**config.mk**
```make
export PLATFORM = sky130hd
export DESIGN_NAME = display_ctrl_irq_and_cmd_decoder
export DESIGN_NICKNAME = d
export VERILOG_FILES = /design/src/hdl/dcid_pkg.sv /design/src/hdl/dcid_front.sv /design/src/hdl/dcid_cmd_queue.sv /design/src/hdl/dcid_back.sv /design/src/hdl/display_ctrl_irq_and_cmd_decoder.sv
export SDC_FILE = /design/constraint.sdc
export NUM_CORES = 1
export LEC_CHECK = 0
export BUFFER_PORTS_ARGS = -buffer_cell sky130_fd_sc_hd__buf_2
export CAP_MARGIN = 15
export CORE_UTILIZATION = 25
export CTS_BUF_LIST = sky130_fd_sc_hd__clkbuf_16
export CTS_CLUSTER_DIAMETER = 100
export DETAILED_ROUTE_END_ITERATION = 8
export PLACE_DENSITY = 0.47
export SYNTH_ARGS = -nofsm -noshare
export SYNTH_HDL_FRONTEND = slang
export SYNTH_SLANG_ARGS = --single-unit
export TNS_END_PERCENT = 50
```
**constraint.sdc**
```tcl
create_clock -name clk -period 5.3 [get_ports clk]
set_clock_uncertainty 0.2 [all_clocks]
set_input_delay 0.265 -clock clk [delete_from_list [all_inputs] [get_ports clk]]
set_output_delay 0.265 -clock clk [all_outputs]
set_load 0.02 [all_outputs]
```
**src/hdl/dcid_pkg.sv**
```systemverilog
// ----------------------------------------------------------------------------
// dcid_pkg
// Shared types, register offsets and codes for the display interrupt and
// command decoder.
// ----------------------------------------------------------------------------
package dcid_pkg;

  localparam int QUEUE_DEPTH = 2;
  localparam int QPTR_W      = (QUEUE_DEPTH > 1) ? $clog2(QUEUE_DEPTH) : 1;
  localparam int QCNT_W      = $clog2(QUEUE_DEPTH + 1);

  localparam logic [1:0] KIND_READ  = 2'd0;
  localparam logic [1:0] KIND_WRITE = 2'd1;
  localparam logic [1:0] KIND_TICK  = 2'd2;

  // bus-side offsets (22-bit window)
  localparam logic [21:0] OFF_INT_ENABLE = 22'h381008;
  localparam logic [21:0] OFF_INT_PRESET = 22'h381014;
  localparam logic [21:0] OFF_INT_CLEAR  = 22'h381020;
  localparam logic [21:0] OFF_INT_STATUS = 22'h38102c;
  localparam logic [21:0] OFF_CMD_STATUS = 22'h01019c;
  localparam logic [21:0] OFF_CMD_PORT   = 22'h010000;
  localparam logic [21:0] OFF_DONE_LO    = 22'h00102c;
  localparam logic [21:0] OFF_DONE_HI    = 22'h001030;
  localparam logic [21:0] OFF_FG_ENABLE  = 22'h2b008c;
  localparam logic [21:0] OFF_FG_CHSTAT  = 22'h2b009c;
  localparam logic [21:0] OFF_FG_STAMP   = 22'h2b0098;

  // store-side offsets (full 32-bit, decoded targets may exceed window)
  localparam logic [31:0] OFF_DONE_SET_LO = 32'h00001014;
  localparam logic [31:0] OFF_DONE_SET_HI = 32'h00001018;
  localparam logic [31:0] OFF_DONE_CLR_LO = 32'h00001020;
  localparam logic [31:0] OFF_DONE_CLR_HI = 32'h00001024;
  localparam logic [31:0] OFF_TRIGGER     = 32'h000e1014;

  localparam logic [19:0] FG_ENABLE_WORD = OFF_FG_ENABLE[21:2];

  localparam logic [31:0] CMD_IDLE_FULL = 32'h40000000 | 32'h0001ffff;
  localparam logic [31:0] SYNC_BIT      = 32'h00000100;
  localparam int          STAMP_SHIFT   = 14;
  localparam logic [7:0]  OP_WRITE_CODE = 8'h14;
  localparam logic [31:0] SRC_MASK      = 32'h000c8008;

  typedef enum logic [2:0] {
    OP_NOP,
    OP_READ,
    OP_EN_WR,
    OP_INT_CLR,
    OP_INT_PRESET,
    OP_CMD,
    OP_STORE,
    OP_TICK
  } op_t;

  typedef enum logic [2:0] {
    RD_ZERO,
    RD_CMD_STATUS,
    RD_DONE_LO,
    RD_DONE_HI,
    RD_INT_STATUS,
    RD_INT_ENABLE,
    RD_FG_CHSTAT,
    RD_FG_STAMP
  } rsel_t;

  typedef struct packed {
    op_t         op;
    rsel_t       rsel;
    logic [21:0] offset;
    logic [31:0] data;
  } item_t;

  typedef struct packed {
    logic [31:0] read_data;
    logic [3:0]  irq_lines;
    logic        fwd_valid;
    logic [31:0] fwd_offset;
    logic [31:0] fwd_data;
    logic        blit_trigger;
  } res_t;

endpackage

```
**src/hdl/dcid_front.sv**
```systemverilog
// ----------------------------------------------------------------------------
// dcid_front
// Accepts bus items and classifies them into operations and read selects.
// ----------------------------------------------------------------------------
module dcid_front (
  input  logic              push,
  input  logic              q_full,
  input  logic [1:0]        kind,
  input  logic [21:0]       offset,
  input  logic [31:0]       data,
  output logic              q_write,
  output dcid_pkg::item_t   q_item
);
  import dcid_pkg::*;

  op_t   op;
  rsel_t rsel;

  always_comb begin
    rsel = RD_ZERO;
    case (offset)
      OFF_CMD_STATUS: rsel = RD_CMD_STATUS;
      OFF_DONE_LO:    rsel = RD_DONE_LO;
      OFF_DONE_HI:    rsel = RD_DONE_HI;
      OFF_INT_STATUS: rsel = RD_INT_STATUS;
      OFF_INT_ENABLE: rsel = RD_INT_ENABLE;
      OFF_FG_CHSTAT:  rsel = RD_FG_CHSTAT;
      OFF_FG_STAMP:   rsel = RD_FG_STAMP;
      default:        rsel = RD_ZERO;
    endcase
  end

  always_comb begin
    op = OP_NOP;
    case (kind)
      KIND_READ: op = OP_READ;
      KIND_WRITE: begin
        case (offset)
          OFF_INT_ENABLE: op = OP_EN_WR;
          OFF_INT_CLEAR:  op = OP_INT_CLR;
          OFF_INT_PRESET: op = OP_INT_PRESET;
          OFF_CMD_PORT:   op = OP_CMD;
          default:        op = OP_STORE;
        endcase
      end
      KIND_TICK: op = OP_TICK;
      default:   op = OP_NOP;
    endcase
  end

  assign q_write       = push & ~q_full;
  assign q_item.op     = op;
  assign q_item.rsel   = rsel;
  assign q_item.offset = offset;
  assign q_item.data   = data;

endmodule

```
**src/hdl/dcid_cmd_queue.sv**
```systemverilog
// ----------------------------------------------------------------------------
// dcid_cmd_queue
// Short queue of classified items between the front and the back.
// ----------------------------------------------------------------------------
module dcid_cmd_queue (
  input  logic            clk,
  input  logic            rst,
  input  logic            wr,
  input  dcid_pkg::item_t wr_item,
  output logic            full,
  output logic            valid,
  input  logic            take,
  output dcid_pkg::item_t rd_item
);
  import dcid_pkg::*;

  item_t             mem [QUEUE_DEPTH];
  logic [QPTR_W-1:0] wptr;
  logic [QPTR_W-1:0] rptr;
  logic [QCNT_W-1:0] count;

  logic do_wr;
  logic do_rd;

  assign full    = (count == QCNT_W'(QUEUE_DEPTH));
  assign valid   = (count != '0);
  assign do_wr   = wr & ~full;
  assign do_rd   = take & valid;
  assign rd_item = mem[rptr];

  always_ff @(posedge clk) begin
    if (do_wr) begin
      mem[wptr] <= wr_item;
    end
  end

  always_ff @(posedge clk) begin
    if (rst) begin
      wptr  <= '0;
      rptr  <= '0;
      count <= '0;
    end else begin
      if (do_wr) begin
        wptr <= (wptr == QPTR_W'(QUEUE_DEPTH - 1)) ? '0 : wptr + 1'b1;
      end
      if (do_rd) begin
        rptr <= (rptr == QPTR_W'(QUEUE_DEPTH - 1)) ? '0 : rptr + 1'b1;
      end
      if (do_wr && !do_rd) begin
        count <= count + 1'b1;
      end else if (do_rd && !do_wr) begin
        count <= count - 1'b1;
      end
    end
  end

endmodule

```
**src/hdl/dcid_back.sv**
```systemverilog
// ----------------------------------------------------------------------------
// dcid_back
// Executes classified items against the interrupt, completion and command
// decoder state, and queues one result per item.
// ----------------------------------------------------------------------------
module dcid_back (
  input  logic            clk,
  input  logic            rst,
  input  logic            q_valid,
  input  dcid_pkg::item_t q_item,
  output logic            q_take,
  input  logic            pop,
  output logic            empty,
  output dcid_pkg::res_t  res_head
);
  import dcid_pkg::*;

  logic [31:0] irq_status, irq_status_next;
  logic [31:0] irq_enable, irq_enable_next;
  logic [31:0] frame_counter, frame_counter_next;
  logic [15:0] words_left, words_left_next;
  logic [31:0] target_offset, target_offset_next;
  logic        expect_offset, expect_offset_next;
  logic [31:0] done_status_low, done_status_low_next;
  logic [31:0] done_status_high, done_status_high_next;
  logic        framegen_on, framegen_on_next;

  res_t        res;
  logic        sw_en;
  logic [31:0] sw_off;
  logic [31:0] sw_val;
  logic [31:0] lines_src;

  res_t              rq [QUEUE_DEPTH];
  logic [QPTR_W-1:0] rq_wptr;
  logic [QPTR_W-1:0] rq_rptr;
  logic [QCNT_W-1:0] rq_count;
  logic              exec;
  logic              rq_rd;

  assign exec     = q_valid && (rq_count != QCNT_W'(QUEUE_DEPTH));
  assign q_take   = exec;
  assign empty    = (rq_count == '0);
  assign rq_rd    = pop & ~empty;
  assign res_head = rq[rq_rptr];

  always_comb begin
    irq_status_next       = irq_status;
    irq_enable_next       = irq_enable;
    frame_counter_next    = frame_counter;
    words_left_next       = words_left;
    target_offset_next    = target_offset;
    expect_offset_next    = expect_offset;
    done_status_low_next  = done_status_low;
    done_status_high_next = done_status_high;
    framegen_on_next      = framegen_on;
    res                   = '0;
    sw_en                 = 1'b0;
    sw_off                = '0;
    sw_val                = q_item.data;

    case (q_item.op)
      OP_READ: begin
        case (q_item.rsel)
          RD_CMD_STATUS: res.read_data = CMD_IDLE_FULL;
          RD_DONE_LO:    res.read_data = done_status_low;
          RD_DONE_HI:    res.read_data = done_status_high;
          RD_INT_STATUS: res.read_data = irq_status;
          RD_INT_ENABLE: res.read_data = irq_enable;
          RD_FG_CHSTAT:  res.read_data = framegen_on ? SYNC_BIT : '0;
          RD_FG_STAMP:   res.read_data = frame_counter << STAMP_SHIFT;
          default:       res.read_data = '0;
        endcase
      end
      OP_EN_WR:      irq_enable_next = q_item.data;
      OP_INT_CLR:    irq_status_next = irq_status & ~q_item.data;
      OP_INT_PRESET: irq_status_next = irq_status | q_item.data;
      OP_CMD: begin
        if (words_left == '0 && !expect_offset) begin
          if (q_item.data[31:24] == OP_WRITE_CODE) begin
            words_left_next    = q_item.data[15:0];
            expect_offset_next = 1'b1;
          end
        end else if (expect_offset) begin
          target_offset_next = q_item.data;
          expect_offset_next = 1'b0;
        end else begin
          sw_en              = 1'b1;
          sw_off             = target_offset;
          target_offset_next = target_offset + 32'd4;
          words_left_next    = words_left - 16'd1;
        end
      end
      OP_STORE: begin
        sw_en  = 1'b1;
        sw_off = {10'd0, q_item.offset};
      end
      OP_TICK: begin
        if ((irq_enable & SRC_MASK) != '0) begin
          frame_counter_next = frame_counter + 32'd1;
          irq_status_next    = irq_status | (irq_enable & SRC_MASK);
        end
      end
      default: ;
    endcase

    if (sw_en) begin
      case (sw_off)
        OFF_DONE_SET_LO: done_status_low_next  = done_status_low | sw_val;
        OFF_DONE_SET_HI: done_status_high_next = done_status_high | sw_val;
        OFF_DONE_CLR_LO: done_status_low_next  = done_status_low & ~sw_val;
        OFF_DONE_CLR_HI: done_status_high_next = done_status_high & ~sw_val;
        default: begin
          if (sw_off[31:22] == '0 && sw_off[21:2] == FG_ENABLE_WORD) begin
            framegen_on_next = sw_val[0];
          end
          res.fwd_valid    = 1'b1;
          res.fwd_offset   = sw_off;
          res.fwd_data     = sw_val;
          res.blit_trigger = (sw_off == OFF_TRIGGER);
        end
      endcase
    end

    lines_src     = irq_status_next & irq_enable_next;
    res.irq_lines = {lines_src[19], lines_src[18], lines_src[15], lines_src[3]};
  end

  always_ff @(posedge clk) begin
    if (rst) begin
      irq_status       <= '0;
      irq_enable       <= '0;
      frame_counter    <= '0;
      words_left       <= '0;
      target_offset    <= '0;
      expect_offset    <= 1'b0;
      done_status_low  <= '0;
      done_status_high <= '0;
      framegen_on      <= 1'b0;
    end else if (exec) begin
      irq_status       <= irq_status_next;
      irq_enable       <= irq_enable_next;
      frame_counter    <= frame_counter_next;
      words_left       <= words_left_next;
      target_offset    <= target_offset_next;
      expect_offset    <= expect_offset_next;
      done_status_low  <= done_status_low_next;
      done_status_high <= done_status_high_next;
      framegen_on      <= framegen_on_next;
    end
  end

  always_ff @(posedge clk) begin
    if (exec) begin
      rq[rq_wptr] <= res;
    end
  end

  always_ff @(posedge clk) begin
    if (rst) begin
      rq_wptr  <= '0;
      rq_rptr  <= '0;
      rq_count <= '0;
    end else begin
      if (exec) begin
        rq_wptr <= (rq_wptr == QPTR_W'(QUEUE_DEPTH - 1)) ? '0 : rq_wptr + 1'b1;
      end
      if (rq_rd) begin
        rq_rptr <= (rq_rptr == QPTR_W'(QUEUE_DEPTH - 1)) ? '0 : rq_rptr + 1'b1;
      end
      if (exec && !rq_rd) begin
        rq_count <= rq_count + 1'b1;
      end else if (rq_rd && !exec) begin
        rq_count <= rq_count - 1'b1;
      end
    end
  end

endmodule

```
**src/hdl/display_ctrl_irq_and_cmd_decoder.sv**
```systemverilog
// ----------------------------------------------------------------------------
// display_ctrl_irq_and_cmd_decoder
// Display interrupt status/enable, frame tick counter, completion words and
// command-word decoder behind queue-style push/pop ports. One item is taken
// per cycle while the queues have room and gives exactly one result; an
// item is written to the command queue and its result to the result queue
// before the result can be popped. The sustained rate of one item per cycle,
// when no queue stalls, is set by the single execute stage in the back end,
// which updates all state for one item at once; two-entry queues between
// front and back and on the result side let either side stall independently.
// ----------------------------------------------------------------------------
module display_ctrl_irq_and_cmd_decoder (
  input  logic        clk,
  input  logic        rst,
  input  logic        push,
  output logic        full,
  input  logic [1:0]  kind,
  input  logic [21:0] offset,
  input  logic [31:0] data,
  output logic        empty,
  input  logic        pop,
  output logic [31:0] read_data,
  output logic [3:0]  irq_lines,
  output logic        fwd_valid,
  output logic [31:0] fwd_offset,
  output logic [31:0] fwd_data,
  output logic        blit_trigger
);
  import dcid_pkg::*;

  logic  q_write;
  item_t q_wr_item;
  logic  q_valid;
  logic  q_take;
  item_t q_rd_item;
  res_t  res_head;

  dcid_front u_front (
    .push    (push),
    .q_full  (full),
    .kind    (kind),
    .offset  (offset),
    .data    (data),
    .q_write (q_write),
    .q_item  (q_wr_item)
  );

  dcid_cmd_queue u_queue (
    .clk     (clk),
    .rst     (rst),
    .wr      (q_write),
    .wr_item (q_wr_item),
    .full    (full),
    .valid   (q_valid),
    .take    (q_take),
    .rd_item (q_rd_item)
  );

  dcid_back u_back (
    .clk      (clk),
    .rst      (rst),
    .q_valid  (q_valid),
    .q_item   (q_rd_item),
    .q_take   (q_take),
    .pop      (pop),
    .empty    (empty),
    .res_head (res_head)
  );

  assign read_data    = res_head.read_data;
  assign irq_lines    = res_head.irq_lines;
  assign fwd_valid    = res_head.fwd_valid;
  assign fwd_offset   = res_head.fwd_offset;
  assign fwd_data     = res_head.fwd_data;
  assign blit_trigger = res_head.blit_trigger;

  assert property (@(posedge clk) disable iff (rst)
    push && !full |=> q_valid)
    else $error("accepted item missing from queue");

  assert property (@(posedge clk) disable iff (rst)
    !empty && !fwd_valid |-> fwd_offset == '0 && fwd_data == '0 && !blit_trigger)
    else $error("forward fields set without forward");

  assert property (@(posedge clk) disable iff (rst)
    !empty && read_data != '0 |-> !fwd_valid)
    else $error("read result also forwards a write");

endmodule

```
## After elaboration in Yosys (flattened, before gate mapping)

Memories as Yosys holds them, arrays and structs flattened. A register that Yosys moved wholly into a read port is not among the register bits.
Cells that the tools add are included.

- Add/subtract/negate cells: 11
- Equality and inequality tests: 37
- Muxes and demuxes: 41
- Bitwise operators: 17
- Reduce and logical (&&, ||, !) cells: 30

Operator list:

| cell | number |
|---|---|
| $pmux W32 S7 | 1 |
| $mux W32 | 6 |
| $pmux W32 S2 | 3 |
| $eq A22 B22 Y1 const B | 6 |
| $mux W66 | 2 |
| $eq A32 B13 Y1 const B | 4 |
| $and A32 B32 Y32 | 3 |
| $or A32 B32 Y32 | 3 |
| $pmux W32 S3 | 1 |
| $mux W16 | 3 |
| $eq A22 B13 Y1 const B | 2 |
| $eq A22 B17 Y1 const B | 2 |
| $add A32 B1 Y32 const B | 1 |
| $add A32 B3 Y32 const B | 1 |
| $eq A32 B20 Y1 const B | 1 |
| $not A32 Y32 | 1 |
| $or A32 B20 Y32 | 1 |
| $reduce_bool A32 Y1 | 1 |
| $eq A3 B3 Y1 const B | 8 |
| $pmux W3 S7 | 1 |
| $and A20 B20 Y20 | 1 |
| $eq A20 B20 Y1 const B | 1 |
| $logic_not A16 Y1 | 1 |
| $mux W1 | 16 |
| other kinds (25) | 66 |

- Bits in registers: 218
- RAM bits: 324
- Output and inout port bits: 104
- Logic and storage cells: 153
- Memories kept: 2

Memory list:

| name | depth | bits a word | rd ports | clocked after memory_dff | wr ports | line | source |
|---|---|---|---|---|---|---|---|
| u_back.rq | 2 | 102 | 1 | 1 | 1 | dcid_back.sv:34 | `res_t rq [QUEUE_DEPTH];` |
| u_queue.mem | 2 | 60 | 1 | 1 | 1 | dcid_cmd_queue.sv:17 | `item_t mem [QUEUE_DEPTH];` |

## Logic depth before layout (Yosys ltp)

Gate-level depths: netlist (run 1).

- Word-level depth: 8
- Gate-level depth with buffers: 11

## Modules after synthesis

Synthesis (run 1) repeated with hierarchy kept, for this count alone.

- Cells, all modules: 2379
- Area, all modules: 25091.6 um^2

Modules (own cells, without submodules):

| module | instances | cells each | area each (um^2) | seq. area each (um^2) |
|---|---|---|---|---|
| dcid_back | 1 | 2066 | 19799.0 | 10149.7 |
| dcid_cmd_queue | 1 | 212 | 4534.3 | 3703.6 |
| dcid_front | 1 | 101 | 758.2 | 0.0 |

## Worst setup path before layout (run 1)

No wires, ideal clock.

- Path kind: register -> register
- Start: register u_back.rq_count[0]
- End: memory u_back.rq[0][0] in the netlist's numbering, enable pin
- Setup time: 0.564 ns
- Arrival: 5.141 ns
- Path slack: -0.604 ns
- Cell stages (with the launch flop): 5
- Buffers on the path: 1
- Period minus slack after synthesis: 5.904 ns
- Cell sequence: dfxtp_1 nor2b_1 or2_2 clkbuf_1 nor2_1

- Longest elaborated chain between the ends: 4

Ends and longest elaborated chain:

| element | line | source |
|---|---|---|
| start, declared | dcid_back.sv:37 | `logic [QCNT_W-1:0] rq_count;` |
| start signal, assigned | dcid_back.sv:172 | `rq_count <= rq_count + 1'b1;` |
| start signal, assigned | dcid_back.sv:174 | `rq_count <= rq_count - 1'b1;` |
| $ne A2 B2 Y1 | dcid_back.sv:41 | `assign exec = q_valid && (rq_count != QCNT_W'(QUEUE_DEPTH));` |
| $logic_and A1 B1 Y1 | dcid_back.sv:41 |  |
| $mux W1 | dcid_back.sv:154 | `if (exec) begin` |
| $mux W1 (implied by the code) | dcid_back.sv:155 | `rq[rq_wptr] <= res;` |
| end, declared | dcid_back.sv:34 |  |

No other way between the ends.

==> run summary, run 1 <==
HP Class - in -> reg
GRT overflow - 0
Commonest non-fill, non-tap cells in the layout - edfxtp_1, dfxtp_1, nor2_1, nand2_1, buf_2
Max-slew violation count - 0
Peak VDD IR - 293.7 µV
Post-Synthesis Cell Area - 23580 µm²
Power per Cell Area - 499.9 nW/µm²
Number of I/O port buffers - 163
Post-Synth XOR/XNOR Area - 0.008171
Async S/R FF share, synth - 0
RSZ-0062 raised after global routing - no
Net count, final - 2356
Avg Inst Size Synth - 11.19 µm²
FF-to-FF setup slack - 1.58 ns
Synth warn - 0
Setup violations, final - 0
Family with the most delay on the worst path - simple AND/OR/NAND/NOR gates
Post-layout min period - 3.719 ns
Setup tns final - 0 ns
PnR worst setup slack - 1.581 ns
Number of antenna violations at the first check in global routing - 4
Post-DP HPWL - 53100 µm
Clock transition at the registers of the reported paths - 0.06 ns
Simple-gate share of the synthesized area - 0.1167
Dominant combinational cell family by area after synthesis - compound AO/OA/AOI/OAI gates
Least-Margin Pin Slew - 1.175 ns
Crit path largest cell delay - 0.57 ns
TritonCTS clock tree - done
Leak - 9.517 nW
Crit path required time - 5.56 ns
Worst Path Buf+Inv - 1
First-pass iteration count of the detailed router - 9
Routed vias - 18.12k
Hold path startpoint - data[5]
Via density - 5.039
Final period utilization - 0.7018
Post-CTS Setup Inserts - 0
Area growth syn-to-layout - 19.58%
GRT Util Overall - 0.1621
Outcome - finished, final reports clean
Yosys reg bits - 530
Drt initial violations - 1572
GP Congestion - 0.8664
Worst R2R Path Depth - 8
CTS Buf Count - 58
Slowest stage cell, crit path - o21ai_2
Sequential fraction of the synthesis area - 0.5874
Worst min-delay path endpoint - u_queue.mem[0][5]
Mean routed wirelength per cell - 21.87 µm
Synth Area in Adders - 0.003183
DRC violations left - 0
Root Driver - clkbuf_16
Max Buffers Root-to-Sink - 3
CTS resizes - 0
Syn nets - 2174
Number of synthesized flops with an enable pin - 324
Largest net degree at the start of global routing - 78
IO Pins - 164
Syn Inst Count - 2108
Global-route wire length before repair - 116900 µm
Mux cell area share after synthesis - 0.09168
Final ANT Viol Nets - 0
Chip height - 309.1 µm
Predominant post-synthesis flop cell - edfxtp_1
Die Area - 95560 µm²
Final hold vios - 0
Share of the synthesized area in compound gates (AO/OA/AOI/OAI) - 0.1636
CTS sink cnt - 530
H-Tree Depth - 2
Worst Path Arrival - 3.98 ns
Clock Latency Late Sink - 0.64 ns
Worst-path maximum fanout - 32
Hold buffers post-CTS - 60
Count of unique library cells instantiated by Yosys - 77
Initial Utilization - 0.2527
Cells along the critical path - nor3_2 > nand3_1 > o21ai_2 > o22ai_1 > or3_1 > nor4_4 > buf_4 > a211oi_1
Worst slack, placed - 1.624 ns
Kind of critical path - reg -> reg
Row cnt - 112
Total core area - 93330 µm²
Share of post-route cells with drive strength above 1 - 0.1996
Vias in the first global route - 17.78k
Die W - 309.1 µm
CP startpoint kind - flop
MaxCap Viol Count - 0
Hold path depth - 2
Crit. End Element - flop
Most common cell after layout, fill and taps aside - edfxtp_1
F_max - 268.9 MHz
Worst R2R Start - u_back.words_left[8]
Max-Slew Margin vs Limit - 0.2170
Total Wirelength - 78630 µm
report_power, final:
| group | internal, W | switching (W) |
|---|---|---|
| clock network | 0.00212 | 0.00168 |
| logic | 0.00146 | 0.00314 |
| registers | 0.00537 | 0.000318 |
stage by stage:
step / std cells / utilization / hold WS [ns] / total power, W / area, µm²
6_report: 3596 / 0.3022 / 0.1780 / 0.01410 / 28200
5_1_grt: 3595 / 0.3021 / 0.1751 / 0.01480 / 28200
4_1_cts: 3594 / 0.3021 / 0.1515 / 0.01429 / 28200
3_5_place_dp: 3424 / 0.2767 / 0.2570 / 0.01042 / 25820
3_3_place_gp: 3424 / 0.2767 / 0.2485 / 0.01037 / 25820
2_1_floorplan: 2108 / - / 0.1639 / 0.008582 / 23590
synth_stat cells, drive strengths merged, types with 10 or more instances:
cell,number,share of area
edfxtp,324,0.41
dfxtp,206,0.17
nor2,181,0.029
nand2,173,0.028
mux2,152,0.073
a21oi,151,0.033
o21ai,127,0.027
clkbuf,104,0.017
a211oi,82,0.026
a31oi,79,0.021
nor3,74,0.016
mux2i,45,0.019
buf,41,0.0087
a221oi,37,0.014
o21a,34,0.011
nand3,27,0.0057
inv,25,0.0040
and2,24,0.0064
nor4,24,0.0075
a22oi,19,0.0060
nand4,14,0.0037
o22ai,14,0.0037
or3,14,0.0037
xor2,14,0.0052
and3,10,0.0027
worst reg2reg max path, stage by stage (launching register included):
cell      delay, ns
dfxtp_1        0.35
nor3_2         0.33
nand3_1        0.42
o21ai_2        0.57
o22ai_1        0.34
or3_1          0.50
nor4_4         0.23
buf_4          0.44
a211oi_1       0.17
cell type report:
| class | count | area (µm²) |
|---|---|---|
| clock buffer | 58 | 1451 |
| clock inverter | 52 | 324.1 |
| fill | 9602 | 65130 |
| sequential | 530 | 13860 |
| tap | 1254 | 1569 |
| timing repair buffer | 267 | 1762 |
| antenna | 2 | 5.005 |
| multi-input combinational | 1408 | 9135 |
| inverter | 25 | 93.84 |
worst max-delay path by stage:
stage                         startpoint              end  slack [ns]  depth (start not counted)
floorplan             u_back.rq_count[0]  u_back.rq[1][0]        0.95                          6
global placement                    flop             flop        1.72                          7
detailed placement                  flop             flop        1.62                          9
CTS                                 flop             flop        1.60                          9
global route                        flop             flop        1.31                          7
finish              u_back.words_left[8]             flop        1.58                          8
per-layer routing:
layer	vias up	global-route usage	share of wire
met2	655	0.2635	0.47
met5	-	0	0.00041
li1	8399	-	-
met1	8927	0.2191	0.44
met3	134	0.02562	0.061
met4	4	0.05273	0.029
cells by family after synthesis:
group | Yosys count
AO/OA/AOI/OAI | 602
XOR/XNOR | 22
adder cells (fa/ha/maj) | 6
buffers and inverters | 170
flip-flops | 530
multiplexers | 197
AND/OR/NAND/NOR | 581
(Power assumes the default switching activity.)
==> inputs of run 2 (changes only) <==
- ABC_AREA: default -> 1
- clock period: 5.3 -> 3.1 ns (I/O delays scaled with it)
==> run summary, run 2 <==
IO Pins - 164
Initial Utilization - 0.2542
Max-slew violation count - 0
Max-Slew Margin vs Limit - 0.1716
R2R Path End - u_back.rq[0][69]
Post-DP HPWL - 58780 µm
Async S/R FF share, synth - 0
Predominant post-synthesis flop cell - edfxtp_1
N_diodes - 0
FF-to-FF setup slack - 0.13 ns
Commonest non-fill, non-tap cells in the layout - nand2_1, edfxtp_1, nor2_1
MaxCap Viol Count - 0
Final Util - 0.3201
Comb power frac - 0.394
Area growth syn-to-layout - 25.96%
Hold path depth - 2
Chip height - 316.5 µm
Most common cell after layout, fill and taps aside - nand2_1
Vias in the first global route - 18.84k
DP Cell Count - 4073
Mean routed wirelength per cell - 19.78 µm
Yosys reg bits - 530
GRT Util Overall - 0.1635
Final ANT Viol Nets - 0
Most common cell in the netlist - nand2_1
Max Buffers Root-to-Sink - 3
Post-synth top area cell - edfxtp_1
HP Class - in -> reg
Row cnt - 114
H-Tree Depth - 2
Crit path required time - 3.41 ns
Clock transition at the registers of the reported paths - 0.06 ns
First-pass iteration count of the detailed router - 5
Most instantiated cells after synthesis - nand2_1, edfxtp_1, nor2_1
Die W - 316.5 µm
Total Wirelength - 84200 µm
Number of I/O port buffers - 163
Top cells by area, synth - edfxtp_1, dfxtp_1, nand2_1
Kind of critical path - reg -> reg
Fin cells - 4257
Clock network fraction of design power - 0.256
GP Congestion - 0.8802
GRT overflow - 0
Worst min-delay path endpoint - u_queue.mem[0][12]
Hold path startpoint - data[12]
Total core area - 97280 µm²
CP startpoint kind - flop
Synth warn - 0
Leak - 12.16 nW
CTS sink cnt - 530
Clock Latency Late Sink - 0.64 ns
Syn nets - 2642
Share of post-route cells with drive strength above 1 - 0.2392
Least-Margin Pin Slew - 1.230 ns
Final period utilization - 0.9567
Internal power - 0.01689 W
Crit. End Element - flop
Sequential fraction of the synthesis area - 0.5603
TritonCTS clock tree - done
Count of unique library cells instantiated by Yosys - 60
CTS Buf Count - 61
Post-Synthesis Cell Area - 24720 µm²
Worst R2R Path Depth - 7
F_max - 337.2 MHz
Hold Slack - 0.03595 ns
Syn Inst Count - 2576
Worst-path maximum fanout - 24
Root Driver - clkbuf_16
Routed vias - 19.86k
Net Sw Frac - 0.3910
Number of synthesized flops with an enable pin - 324
Drt initial violations - 1710
Global-route wire length before repair - 123200 µm
Fill cells - 10.05k
Number of antenna violations at the first check in global routing - 2
Worst Path Arrival - 3.28 ns
Largest net degree at the start of global routing - 68
Post-layout min period - 2.966 ns
Setup violations, final - 0
Via density - 4.666
Sequential share of power - 0.350
Share of the synthesized area in the top cell type - 0.3935
Net count, final - 2995
Power per Cell Area - 890.4 nW/µm²
DRC violations left - 0
Peak VDD IR - 526.4 µV
Final hold vios - 0
Die Area - 100200 µm²
Avg Inst Size Synth - 9.598 µm²
Sw Pwr - 0.01084 W
Outcome - finished, final reports clean
run 2: cell types whose count changed in the layout (fill, tap and decap cells not counted), sizes merged, moves of 29 or more:
cell,previous run,this run
nor2,181,332
nand4,14,90
a31oi,79,17
inv,45,266
nand3,27,65
o21ai,127,156
a21oi,151,185
buf,207,363
mux2,152,102
nand2,173,448
mux2i,45,0
a211oi,82,25
run 2: critical path, cell delays in order (launching register included):
cell,delay (ns)
dfxtp_4,0.39
buf_4,0.24
o21ai_0,0.99
inv_1,0.19
nand2_1,0.12
a21oi_1,0.08
a211oi_1,0.41
buf_4,0.20
run 2: power by group through the flow:
| stage | clock [W] | combinational, W | sequential, W |
|---|---|---|---|
| 2_1_floorplan | 0 | 0.00567 | 0.00978 |
| 3_3_place_gp | 0 | 0.0107 | 0.00983 |
| 3_5_place_dp | 0 | 0.0106 | 0.00985 |
| 4_1_cts | 0.00728 | 0.0107 | 0.00971 |
| 5_1_grt | 0.00755 | 0.0116 | 0.00984 |
| 6_report | 0.00710 | 0.0109 | 0.00970 |
run 2: cells by family (layout without fill, tap and decap cells):
group / count (synthesis) / after routing / share of synthesized area
and+or+nand+nor: 1045 / 1045 / 0.2009
muxes: 102 / 102 / 0.04646
DFF: 530 / 530 / 0.5603
adders and majority gates: 6 / 6 / 0.003036
xor gates and xnor gates: 26 / 26 / 0.009210
AOI/OAI and AO/OA: 478 / 478 / 0.1116
buffers and inverters: 389 / 794 / 0.06847
run 2: area by class of cell:
type / count / area, µm² / area share
flip-flops and latches: 530 / 13860 / 0.4451
multi-input cells: 1657 / 9255 / 0.2972
repair buffers: 428 / 3505 / 0.1125
well taps: 1276 / 1597 / 0.05127
clock buffers: 62 / 1551 / 0.04982
inverters: 251 / 952.2 / 0.03057
clock inverters: 53 / 420.4 / 0.01350
run 2: worst max path at each step:
stage | from | endpoint | cells after the start
2_1_floorplan | u_queue.count[0] | u_back.rq[1][0] | 2
5_1_grt | flop | u_back.rq[0][26] | 16
3_3_place_gp | flop | u_back.rq[0][93] | 13
3_5_place_dp | flop | u_back.rq[0][93] | 13
4_1_cts | flop | u_back.rq[1][93] | 13
6_report | flop | u_back.rq[0][69] | 7
run 2: per-stage QoR:
| stage | setup TNS, ns | area, µm² | setup slack [ns] | power, W |
|---|---|---|---|---|
| floorplan | -251.31 | 24730 | -0.8571 | 0.01546 |
| global placement | 0 | 28340 | 0.1544 | 0.02049 |
| detailed placement | 0 | 28340 | 0.1098 | 0.02047 |
| CTS | 0 | 30910 | 0.09415 | 0.02771 |
| global route | -0.0007463 | 31140 | -0.0004110 | 0.02901 |
| finish | 0 | 31140 | 0.1342 | 0.02773 |
run 2: timing repair:
action / 4_1_cts / 5_1_grt
buffers inserted: 0 / 3
endpoints found under the setup margin: 0 / 125
endpoints found under the hold margin: 175 / 0
hold buffers: 60 / 0
resized for setup: 0 / 11
run 2: per-layer routing:
metal / vias up / track usage / wire, µm
met3: 102 / 0.02001 / 4447
met5: - / 0 / 13
met2: 542 / 0.2550 / 37790
met4: 2 / 0.04185 / 1770
li1: 9548 / - / -
met1: 9669 / 0.2381 / 40190
==> inputs of run 3 (changes only) <==
- ABC_AREA: 1 -> 0
==> run summary, run 3 (synthesis gave the netlist of run 1 again) <==
Outcome - finished, final reports clean
Slowest stage cell, crit path - dfxtp_4
Setup violations, final - 0
GRT Util Overall - 0.1603
IO Pins - 164
Number of I/O port buffers - 163
RSZ-0062 raised after global routing - yes
Max-slew violation count - 0
Initial Utilization - 0.2527
Number of antenna violations at the first check in global routing - 1
Pwr Total - 0.02515 W
Final hold vios - 0
Met3 Use GR - 0.02350
Cell Area, Placed - 26820 µm²
GRT overflow - 0
Kind of critical path - reg -> reg
Crit. End Element - flop
Post-DP HPWL - 53640 µm
Comb power frac - 0.335
Routed vias - 18.49k
Peak VDD IR - 363.1 µV
Final period utilization - 0.9694
Post-layout min period - 3.005 ns
Sw Pwr - 0.008939 W
Leak - 10.17 nW
Total core area - 93330 µm²
DRC violations left - 0
Least-Margin Pin Slew - 0.9226 ns
Largest net degree at the start of global routing - 171
Most used cell, CP - buf_12
Stages on worst setup path - 8
Power per Cell Area - 854.7 nW/µm²
Vias in the first global route - 17.90k
Max Buffers Root-to-Sink - 3
Clock network fraction of design power - 0.278
CTS Buf Count - 57
TritonCTS clock tree - done
Root Driver - clkbuf_16
Final Util - 0.3152
DP Cell Count - 3521
First-pass iteration count of the detailed router - 6
Fin cells - 3695
Most common cell after layout, fill and taps aside - edfxtp_1
MaxCap Viol Count - 0
Final Instance Area - 29420 µm²
GRT met1 Usage - 0.2181
Drt initial violations - 1530
Max-Slew Margin vs Limit - 0.3849
Via density - 5.005
GR peak layer - met2
R2R Path End - u_back.rq[0][11]
Die Area - 95560 µm²
Final ANT Viol Nets - 0
FF-to-FF setup slack - 0.09 ns
Worst setup path endpoint - u_back.rq[0][11]
GP Congestion - 0.8482
CP startpoint kind - flop
Sequential share of power - 0.387
Chip height - 309.1 µm
Mean routed wirelength per cell - 21.34 µm
Row cnt - 112
Global-route wire length before repair - 115500 µm
HP Class - in -> reg
Total Wirelength - 78840 µm
Family with the most delay on the worst path - compound AO/OA/AOI/OAI gates
GR met2 Demand/Resource - 0.2649
Crit path required time - 3.22 ns
Clock Latency Late Sink - 0.63 ns
Worst Path Buf+Inv - 2
Worst R2R Path Depth - 8
Worst Path Arrival - 3.13 ns
Commonest non-fill, non-tap cells in the layout - edfxtp_1, dfxtp_1, nor2_1
Area growth syn-to-layout - 24.76%
Internal power - 0.01621 W
Net Sw Frac - 0.3555
Cells along the critical path - buf_12 > mux2_1 > and2_1 > a221o_1 > nor3_1 > a21o_1 > buf_12 > a21oi_1
Worst-path maximum fanout - 35
Crit path largest cell delay - 0.45 ns
F_max - 332.8 MHz
Die W - 309.1 µm
Net count, final - 2455
Clock transition at the registers of the reported paths - 0.06 ns
H-Tree Depth - 2
CTS sink cnt - 530
Fill cells - 9570
Share of post-route cells with drive strength above 1 - 0.2375
## run 3: cell count changes in the layout (fill, tap and decap cells not counted), sizes merged, moves of 62 or more
cell | previous run | this run
a31oi | 17 | 79
inv | 266 | 42
nand2 | 448 | 173
nand4 | 90 | 14
nor2 | 332 | 181
## run 3: metrics by stage
stage / setup slack [ns] / hold WS, ns / setup TNS (ns)
after floorplan: -0.7012 / 0.05387 / -42.07
after global placement: 0.03952 / 0.1465 / 0
after detailed placement: 0.03005 / 0.1488 / 0
after CTS: 0.01443 / 0.05152 / 0
after global routing: -0.02613 / 0.05863 / -0.02613
final: 0.09492 / 0.07980 / 0
## run 3: final cells by class
class / instances / area [µm²] / area share
Sequential cell: 530 / 13860 / 0.4711
Multi-Input combinational cell: 1408 / 9153 / 0.3111
Timing Repair Buffer: 367 / 2821 / 0.09590
Tap cell: 1254 / 1569 / 0.05333
Clock buffer: 59 / 1476 / 0.05018
Clock inverter: 49 / 440.4 / 0.01497
Inverter: 25 / 93.84 / 0.003189
Antenna cell: 3 / 7.507 / 0.0002552
## run 3: what timing repair did
item	4_1_cts	5_1_grt
endpoints found under the setup margin	0	81
resized for setup	0	8
hold endpoints to repair	125	0
setup buffers	0	1
hold buffers	60	0
## run 3: how the worst min path moves through the flow
stage          startpoint            endpoint  depth (start not counted)
3_3_place_gp      data[7]   u_queue.mem[0][7]                          1
4_1_cts          data[18]  u_queue.mem[0][18]                          2
6_report         data[18]  u_queue.mem[0][18]                          2
3_5_place_dp      data[3]   u_queue.mem[0][3]                          1
2_1_floorplan     data[0]   u_queue.mem[0][0]                          0
5_1_grt           data[5]   u_queue.mem[0][5]                          2
## run 3: layer usage
metal / vias to the layer above / routed length (µm)
met5: - / 0
li1: 8583 / -
met3: 111 / 4142
met2: 597 / 37050
met4: 0 / 1685
met1: 9203 / 35960
## run 3: worst register-to-register path: stages (launching register included)
cell	delay (ns)
dfxtp_4	0.45
buf_12	0.23
mux2_1	0.43
and2_1	0.22
a221o_1	0.33
nor3_1	0.25
a21o_1	0.18
buf_12	0.20
a21oi_1	0.22
## run 3: power by group through the flow
stage	Combinational (W)	Sequential [W]	Clock, W
after detailed placement	0.00844	0.00989	0
after floorplan	0.00498	0.00966	0
final	0.00842	0.00973	0.00699
after global placement	0.00839	0.00983	0
after CTS	0.00855	0.00974	0.00716
after global routing	0.00899	0.00988	0.00741
